## config.mk

```make
export PLATFORM = sky130hd
export DESIGN_NAME = ext2_inode_locator
export DESIGN_NICKNAME = d
export VERILOG_FILES = /design/src/rtl/core/e2il_pkg.sv /design/src/rtl/core/e2il_ram.sv /design/src/rtl/core/ext2_inode_locator.sv
export SDC_FILE = /design/constraint.sdc
export NUM_CORES = 2
export LEC_CHECK = 0
export ABC_AREA = 1
export ABC_CLOCK_PERIOD_IN_PS = 13230
export BUFFER_PORTS_ARGS = -buffer_cell sky130_fd_sc_hd__buf_2
export CAP_MARGIN = 20
export CORE_MARGIN = 1
export CORE_UTILIZATION = 25
export CTS_CLUSTER_DIAMETER = 40
export DETAILED_ROUTE_END_ITERATION = 10
export PLACE_DENSITY = 0.39
export SYNTH_ARGS = -nofsm -noshare
export SYNTH_HDL_FRONTEND = slang
export SYNTH_HIERARCHICAL = 1
export SYNTH_SLANG_ARGS = --single-unit
```

## constraint.sdc

```tcl
create_clock -name aclk -period 13.23 [get_ports aclk]
set_input_delay 1.323 -clock aclk [delete_from_list [all_inputs] [get_ports aclk]]
set_output_delay 1.323 -clock aclk [all_outputs]
set_load 0.01 [all_outputs]
```

## src/rtl/core/e2il_pkg.sv

```systemverilog
// shared types and constants of the ext2 inode locator
package e2il_pkg;

    localparam int MAX_GROUPS_DEFAULT = 8;

    localparam int CFG_INDEX_W = 3;
    localparam int CFG_DATA_W  = 32;

    localparam logic [CFG_INDEX_W-1:0] CFG_TOTAL_INODES     = 3'd0;
    localparam logic [CFG_INDEX_W-1:0] CFG_INODES_PER_GROUP = 3'd1;
    localparam logic [CFG_INDEX_W-1:0] CFG_INODE_BYTES      = 3'd2;
    localparam logic [CFG_INDEX_W-1:0] CFG_BLOCK_SIZE_LOG   = 3'd3;
    localparam logic [CFG_INDEX_W-1:0] CFG_PARTITION_START  = 3'd4;
    localparam logic [CFG_INDEX_W-1:0] CFG_GROUPS_IN_USE    = 3'd5;

    localparam logic [1:0] STATUS_OK       = 2'd0;
    localparam logic [1:0] STATUS_RANGE    = 2'd1;
    localparam logic [1:0] STATUS_NO_GROUP = 2'd2;

    localparam logic [16:0] IPG_RESET         = 17'd1;
    localparam logic [12:0] INODE_BYTES_RESET = 13'd128;

    typedef struct packed {
        logic        mode;
        logic [2:0]  group_slot;
        logic [31:0] table_block;
        logic [31:0] inode_number;
    } in_t;

    typedef struct packed {
        logic [39:0] disk_sector;
        logic [8:0]  sector_offset;
        logic [1:0]  status;
    } out_t;

endpackage

```

## src/rtl/core/e2il_ram.sv

```systemverilog
// generic single write port ram with registered read
module e2il_ram #(
    parameter int WIDTH = 32,
    parameter int DEPTH = 8,
    localparam int AW   = (DEPTH > 1) ? $clog2(DEPTH) : 1
) (
    input  logic             aclk,
    input  logic             we,
    input  logic [AW-1:0]    waddr,
    input  logic [WIDTH-1:0] wdata,
    input  logic             re,
    input  logic [AW-1:0]    raddr,
    output logic [WIDTH-1:0] rdata
);

    logic [WIDTH-1:0] mem [DEPTH];
    logic [WIDTH-1:0] rdata_reg;

    always_ff @(posedge aclk) begin
        if (we) begin
            mem[waddr] <= wdata;
        end
        if (re) begin
            rdata_reg <= mem[raddr];
        end
    end

    assign rdata = rdata_reg;

endmodule

```

## src/rtl/core/ext2_inode_locator.sv

```systemverilog
// ext2 inode locator: pipelined group split, table lookup and sector address
//
//  channel  | direction | handshake             | payload
//  ---------+-----------+-----------------------+----------------------------------
//  s_       | in        | s_valid / s_ready     | s_data   (mode, slot, block, inode)
//  m_       | out       | m_valid / m_ready     | m_data   (sector, offset, status)
//  cfg_     | in        | cfg_valid / cfg_ready | cfg_index, cfg_data
//
// one item per cycle unless m_ready stalls; path: stage a, divider, stage r, output register
// GW = clog2(MAX_GROUPS); the restoring divider adds one stage per quotient bit
// synchronous active-low reset clears valid bits and sets config registers to defaults; table is unset
// stalls ripple back only through full stages; bubbles are squeezed out
module ext2_inode_locator #(
    parameter int MAX_GROUPS = e2il_pkg::MAX_GROUPS_DEFAULT
) (
    input  logic                               aclk,
    input  logic                               aresetn,
    input  logic                               s_valid,
    output logic                               s_ready,
    input  e2il_pkg::in_t                      s_data,
    output logic                               m_valid,
    input  logic                               m_ready,
    output e2il_pkg::out_t                     m_data,
    input  logic                               cfg_valid,
    output logic                               cfg_ready,
    input  logic [e2il_pkg::CFG_INDEX_W-1:0]   cfg_index,
    input  logic [e2il_pkg::CFG_DATA_W-1:0]    cfg_data
);

    localparam int GW = (MAX_GROUPS > 1) ? $clog2(MAX_GROUPS) : 1;
    localparam int PW = 17 + GW;
    localparam int CW = (PW > 32) ? PW : 32;
    localparam int LW = (GW > 4) ? GW : 4;

    typedef struct packed {
        logic          load;
        logic [1:0]    status;
        logic [2:0]    slot;
        logic [31:0]   tb;
        logic [31:0]   rem;
        logic [GW-1:0] quo;
    } div_t;

    typedef struct packed {
        logic        load;
        logic [1:0]  status;
        logic [39:0] part;
        logic [8:0]  offset;
    } res_t;

    // configuration
    logic [31:0] total_inodes_reg;
    logic [16:0] ipg_reg;
    logic [12:0] inode_bytes_reg;
    logic [2:0]  bsl_reg;
    logic [31:0] part_start_reg;
    logic [3:0]  giu_reg;
    logic [PW-1:0] maxprod_reg;
    logic [PW-1:0] maxprod_next;
    logic [16:0] ipg_eff;

    assign cfg_ready = 1'b1;
    assign ipg_eff   = (ipg_reg == 17'd0) ? 17'd1 : ipg_reg;
    assign maxprod_next = PW'(ipg_eff) * PW'(MAX_GROUPS);

    always_ff @(posedge aclk) begin
        if (!aresetn) begin
            total_inodes_reg <= '0;
            ipg_reg          <= e2il_pkg::IPG_RESET;
            inode_bytes_reg  <= e2il_pkg::INODE_BYTES_RESET;
            bsl_reg          <= '0;
            part_start_reg   <= '0;
            giu_reg          <= '0;
            maxprod_reg      <= '0;
        end else begin
            maxprod_reg <= maxprod_next;
            if (cfg_valid && cfg_ready) begin
                unique case (cfg_index)
                    e2il_pkg::CFG_TOTAL_INODES:     total_inodes_reg <= cfg_data;
                    e2il_pkg::CFG_INODES_PER_GROUP: ipg_reg          <= cfg_data[16:0];
                    e2il_pkg::CFG_INODE_BYTES:      inode_bytes_reg  <= cfg_data[12:0];
                    e2il_pkg::CFG_BLOCK_SIZE_LOG:   bsl_reg          <= cfg_data[2:0];
                    e2il_pkg::CFG_PARTITION_START:  part_start_reg   <= cfg_data;
                    e2il_pkg::CFG_GROUPS_IN_USE:    giu_reg          <= cfg_data[3:0];
                    default: ;
                endcase
            end
        end
    end

    // stage enables, from the output back to the input
    logic          out_en;
    logic          r_en;
    logic [GW-1:0] d_en;
    logic          a_en;

    logic          a_valid_reg;
    e2il_pkg::in_t a_reg;
    div_t          a_out;
    logic [31:0]   a_nm1;
    logic          a_range_err;
    logic          a_over;

    logic [GW-1:0] d_valid_reg;
    div_t          d_reg  [GW];
    div_t          d_next [GW];

    logic          r_valid_reg;
    res_t          r_reg;
    res_t          r_next;

    logic           m_valid_reg;
    e2il_pkg::out_t m_data_reg;
    e2il_pkg::out_t m_data_next;

    logic [31:0]   ram_rdata;
    logic          ram_we;
    logic          ram_re;
    logic [GW-1:0] ram_waddr;

    assign out_en = !m_valid_reg || m_ready;
    assign r_en   = !r_valid_reg || out_en;
    assign a_en   = !a_valid_reg || d_en[0];
    assign s_ready = a_en;

    // stage a: range check and overflow of the group count
    assign a_nm1       = a_reg.inode_number - 32'd1;
    assign a_range_err = (a_reg.inode_number == 32'd0) ||
                         (a_reg.inode_number > total_inodes_reg);
    assign a_over      = CW'(a_nm1) >= CW'(maxprod_reg);

    always_comb begin
        a_out.load   = a_reg.mode;
        a_out.slot   = a_reg.group_slot;
        a_out.tb     = a_reg.table_block;
        a_out.rem    = a_nm1;
        a_out.quo    = '0;
        a_out.status = e2il_pkg::STATUS_OK;
        if (!a_reg.mode) begin
            priority if (a_range_err) begin
                a_out.status = e2il_pkg::STATUS_RANGE;
            end else if (a_over) begin
                a_out.status = e2il_pkg::STATUS_NO_GROUP;
            end
        end
    end

    always_ff @(posedge aclk) begin
        if (!aresetn) begin
            a_valid_reg <= 1'b0;
        end else if (a_en) begin
            a_valid_reg <= s_valid;
        end
    end

    always_ff @(posedge aclk) begin
        if (a_en && s_valid) begin
            a_reg <= s_data;
        end
    end

    // divider stages, one quotient bit each, most significant first
    for (genvar i = 0; i < GW; i++) begin : g_div
        div_t        src;
        logic        src_valid;
        logic [31:0] dsub;

        if (i == 0) begin : g_first
            assign src       = a_out;
            assign src_valid = a_valid_reg;
        end else begin : g_rest
            assign src       = d_reg[i-1];
            assign src_valid = d_valid_reg[i-1];
        end

        if (i == GW - 1) begin : g_last_en
            assign d_en[i] = !d_valid_reg[i] || r_en;
        end else begin : g_mid_en
            assign d_en[i] = !d_valid_reg[i] || d_en[i+1];
        end

        assign dsub = 32'(ipg_eff) << (GW - 1 - i);

        always_comb begin
            d_next[i] = src;
            if (src.rem >= dsub) begin
                d_next[i].rem            = src.rem - dsub;
                d_next[i].quo[GW - 1 - i] = 1'b1;
            end
        end

        always_ff @(posedge aclk) begin
            if (!aresetn) begin
                d_valid_reg[i] <= 1'b0;
            end else if (d_en[i]) begin
                d_valid_reg[i] <= src_valid;
            end
        end

        always_ff @(posedge aclk) begin
            if (d_en[i] && src_valid) begin
                d_reg[i] <= d_next[i];
            end
        end
    end

    // stage r: group check, table access, index times record size
    div_t        rs;
    logic        rs_valid;
    logic [29:0] r_prod;
    logic [31:0] slot_wide;

    assign rs        = d_reg[GW-1];
    assign rs_valid  = d_valid_reg[GW-1];
    assign r_prod    = 30'(rs.rem[16:0]) * 30'(inode_bytes_reg);
    assign slot_wide = 32'(rs.slot);

    always_comb begin
        r_next.load   = rs.load;
        r_next.status = rs.status;
        r_next.part   = 40'(part_start_reg) + 40'(r_prod[29:9]);
        r_next.offset = r_prod[8:0];
        if (!rs.load && rs.status == e2il_pkg::STATUS_OK &&
            LW'(rs.quo) >= LW'(giu_reg)) begin
            r_next.status = e2il_pkg::STATUS_NO_GROUP;
        end
    end

    assign ram_we    = r_en && rs_valid && rs.load && (slot_wide < 32'(MAX_GROUPS));
    assign ram_waddr = slot_wide[GW-1:0];
    assign ram_re    = r_en && rs_valid && !rs.load;

    e2il_ram #(
        .WIDTH (32),
        .DEPTH (MAX_GROUPS)
    ) u_table (
        .aclk  (aclk),
        .we    (ram_we),
        .waddr (ram_waddr),
        .wdata (rs.tb),
        .re    (ram_re),
        .raddr (rs.quo),
        .rdata (ram_rdata)
    );

    always_ff @(posedge aclk) begin
        if (!aresetn) begin
            r_valid_reg <= 1'b0;
        end else if (r_en) begin
            r_valid_reg <= rs_valid;
        end
    end

    always_ff @(posedge aclk) begin
        if (r_en && rs_valid) begin
            r_reg <= r_next;
        end
    end

    // output stage: add the table block scaled to sectors
    logic [3:0] shamt;

    assign shamt = 4'(bsl_reg) + 4'd1;

    always_comb begin
        m_data_next.disk_sector   = '0;
        m_data_next.sector_offset = '0;
        m_data_next.status        = r_reg.status;
        if (!r_reg.load && r_reg.status == e2il_pkg::STATUS_OK) begin
            m_data_next.disk_sector   = r_reg.part + (40'(ram_rdata) << shamt);
            m_data_next.sector_offset = r_reg.offset;
        end
    end

    always_ff @(posedge aclk) begin
        if (!aresetn) begin
            m_valid_reg <= 1'b0;
        end else if (out_en) begin
            m_valid_reg <= r_valid_reg;
        end
    end

    always_ff @(posedge aclk) begin
        if (out_en && r_valid_reg) begin
            m_data_reg <= m_data_next;
        end
    end

    assign m_valid = m_valid_reg;
    assign m_data  = m_data_reg;

endmodule

```

==> impl_metrics.tcl <==
set metrics [dict create \
    netlist.area_leader.share_pct 42.1 \
    initial_core_util_pct 25.3 \
    tightest_slew_ns 1.06 \
    reg2reg_slack_ns 5.47 \
    numCtsBuffers 166 \
    core_um2 184000 \
    comb_power_share_pct 11.7 \
    status "completed" \
    worstSetupStartpointType "flop" \
    layout_common_cells "nand2_1, inv_1, edfxtp_1, nor2_1, nand3_1" \
    syn-cell-area_um2 46500 \
    cts_tree "built" \
    cts_setup_buffers 0 \
    dieWidth_um 433 \
    clkSinkCount 777 \
    postCtsHoldBufs 0 \
    clkTransAtPathRegs_ns 0.05 \
    critical_path_required_ns 13.76 \
    synth_ff_type "edfxtp_1" \
    rsz0062_at_grt "no" \
    synthTopCellsByArea "edfxtp_1, nand2_1, inv_1" \
    peakVddDrop_mv 0.110 \
    finClkSkew_ns 0.0407 \
    grt_pass1_vias 34500 \
    fmax_ghz 0.129 \
    fin_nets 5967 \
    drive_gt1_share_pct 10.0 \
    synth_seq_cells 777 \
    clockPowerShare_pct 53.4 \
    antenna_left 0 \
    vias 34600 \
    crit_type "flop to flop" \
    grt_max_degree 80 \
    ctsRootBufferMaster "clkbuf_16" \
    finalCriticalPeriod_ns 7.76 \
    viasPerCell 4.30 \
    dieArea_um2 188000 \
    wl_per_cell_um 18.6 \
    setup_viol 0 \
    async_flop_share_pct 0 \
    clock_latency_ns 0.79 \
    final_common_cell "nand2_1" \
    power.share.sequential_pct 34.8 \
    cpMaxStageDelayCell "dfxtp_1" \
    yosysUniqueCellTypes 56 \
    p_int_mw 5.88 \
    power.switching_mw 2.10 \
    synthCells 5257 \
    switching_share_pct 26.3 \
    htreeDepth 4 \
    synth_edf_count 653 \
    synth_nets 5773 \
    fp.dieH_um 433 \
    cpPeakStageDelay_ns 0.76 \
    gr-total-overflow 0 \
    powerDensity_nw_per_um2 143 \
    p_leak_nw 24.8 \
    crit_path_end_kind "flop" \
    cap_violations 0 \
    clock_path_buffers 3 \
    final_hold_viol_count 0 \
    cp_max_fo 18 \
    cts_resized 0 \
    pin_count 162 \
    dr.first_iter.drc_count 1993 \
    grt_pass1_wl_um 223000 \
    antenna_found_initial 13 \
    drt_pass1_iterations 5 \
    final_core_util_pct 30.3 \
    synth_area_leader_cell "edfxtp_1" \
    core.rowCount 157 \
    track_usage_pct 16.0 \
    port_buffers 160 \
    yosysWarnings 6 \
    synth.avg_cell_area_um2 8.85 \
    post-route-period-util_pct 58.7 \
    drt-total-wl_um 150000 \
    hp-class "flop to flop" \
    timing.slew.headroom_pct 29.3 \
    fin_setup_tns_ns 0 \
    yosysSeqAreaShare_pct 47.5 \
    dp.final_hpwl_um 112000 \
    arrival_ns 8.29 \
    crit_top_cell "nand2_1" \
    drc_errors 0 \
    drv_slew 0 \
    area_growth_pct 19.9 \
    largest_register_ff_count 256 \
    gp_congestion 0.879 \
]
## area by class of cell
| type | count | area (um2) |
|---|---|---|
| multi-input cells | 3346 | 20100 |
| diodes | 2 | 5.00 |
| repair buffers | 193 | 1050 |
| clock inverters | 117 | 1400 |
| flip-flops and latches | 777 | 22100 |
| fillers | 19400 | 128000 |
| inverters | 967 | 3630 |
| clock buffers | 192 | 4420 |
| well taps | 2464 | 3080 |
## Yosys cell counts, drive strengths merged, types with 4 or more instances
cell type	number
a211oi	4
a21boi	9
a21o	15
a21oi	280
a31oi	21
buf	68
clkbuf	99
dfxtp	124
edfxtp	653
fa	170
ha	238
inv	964
nand2	1294
nand3	285
nand3b	7
nand4	43
nor2	436
nor3	40
nor4	12
o211ai	7
o21a	19
o21ai	295
o21bai	13
or2	6
xnor2	49
xor2	84
## power by group through the flow
stage	registers, mW	clock network, mW	logic (mW)
after floorplan	2.79	0	0.644
final	2.78	4.27	0.936
after global placement	2.82	0	0.955
after detailed placement	2.82	0	0.943
after CTS	2.78	4.37	0.949
after global routing	2.78	4.48	1.06
## layer usage
layer | global-route usage (%) | share of wire [%] | vias to the layer above
met4 | 5.40 | 2.8 | 4
met5 | 0 | 0.015 | -
met1 | 21.8 | 48 | 16300
met2 | 25.5 | 45 | 699
met3 | 2.68 | 4.1 | 221
li1 | - | - | 17400
## worst max-delay path, delay by kind of cell, from the launching register on
kind	cells	cell delay [ns]
AO/OA/AOI/OAI	4	1.33
XOR/XNOR	2	0.52
adder cells (fa/ha/maj)	7	3.20
AND/OR/NAND/NOR	10	1.39
flip-flops	1	0.76
buffers and inverters	5	0.27
## stage by stage
step	hold slack, ns	instance area (um2)	std cells	worst slack (ns)	power, mW
after detailed placement	0.405	50000	7747	5.57	3.77
after CTS	0.408	55800	8056	5.55	8.10
after global placement	0.401	50000	7747	5.49	3.78
after global routing	0.418	55800	8057	5.01	8.32
final	0.409	55800	8058	5.47	7.98
after floorplan	0.400	46500	5257	6.62	3.43
## path summary, 6_finish.rpt
path | endpoint | start | depth (start not counted)
max | r_reg[40] | inode_bytes_reg[3] | 28
min | d_reg[0][36] | a_out[38] | 0
max reg2reg | r_reg[40] | inode_bytes_reg[3] | 28
min reg2reg | d_reg[0][36] | a_out[38] | 0
## kinds of logic after synthesis
kind of cell	after synthesis	synth area share, %
adders and majority gates	408	13.7
DFF	777	47.5
muxes	3	0.0645
other	1	0.00806
AOI/OAI and AO/OA	676	7.84
xor gates and xnor gates	133	2.54
buffers and inverters	1134	9.51
and+or+nand+nor	2125	18.9
(Power assumes the default switching activity.)
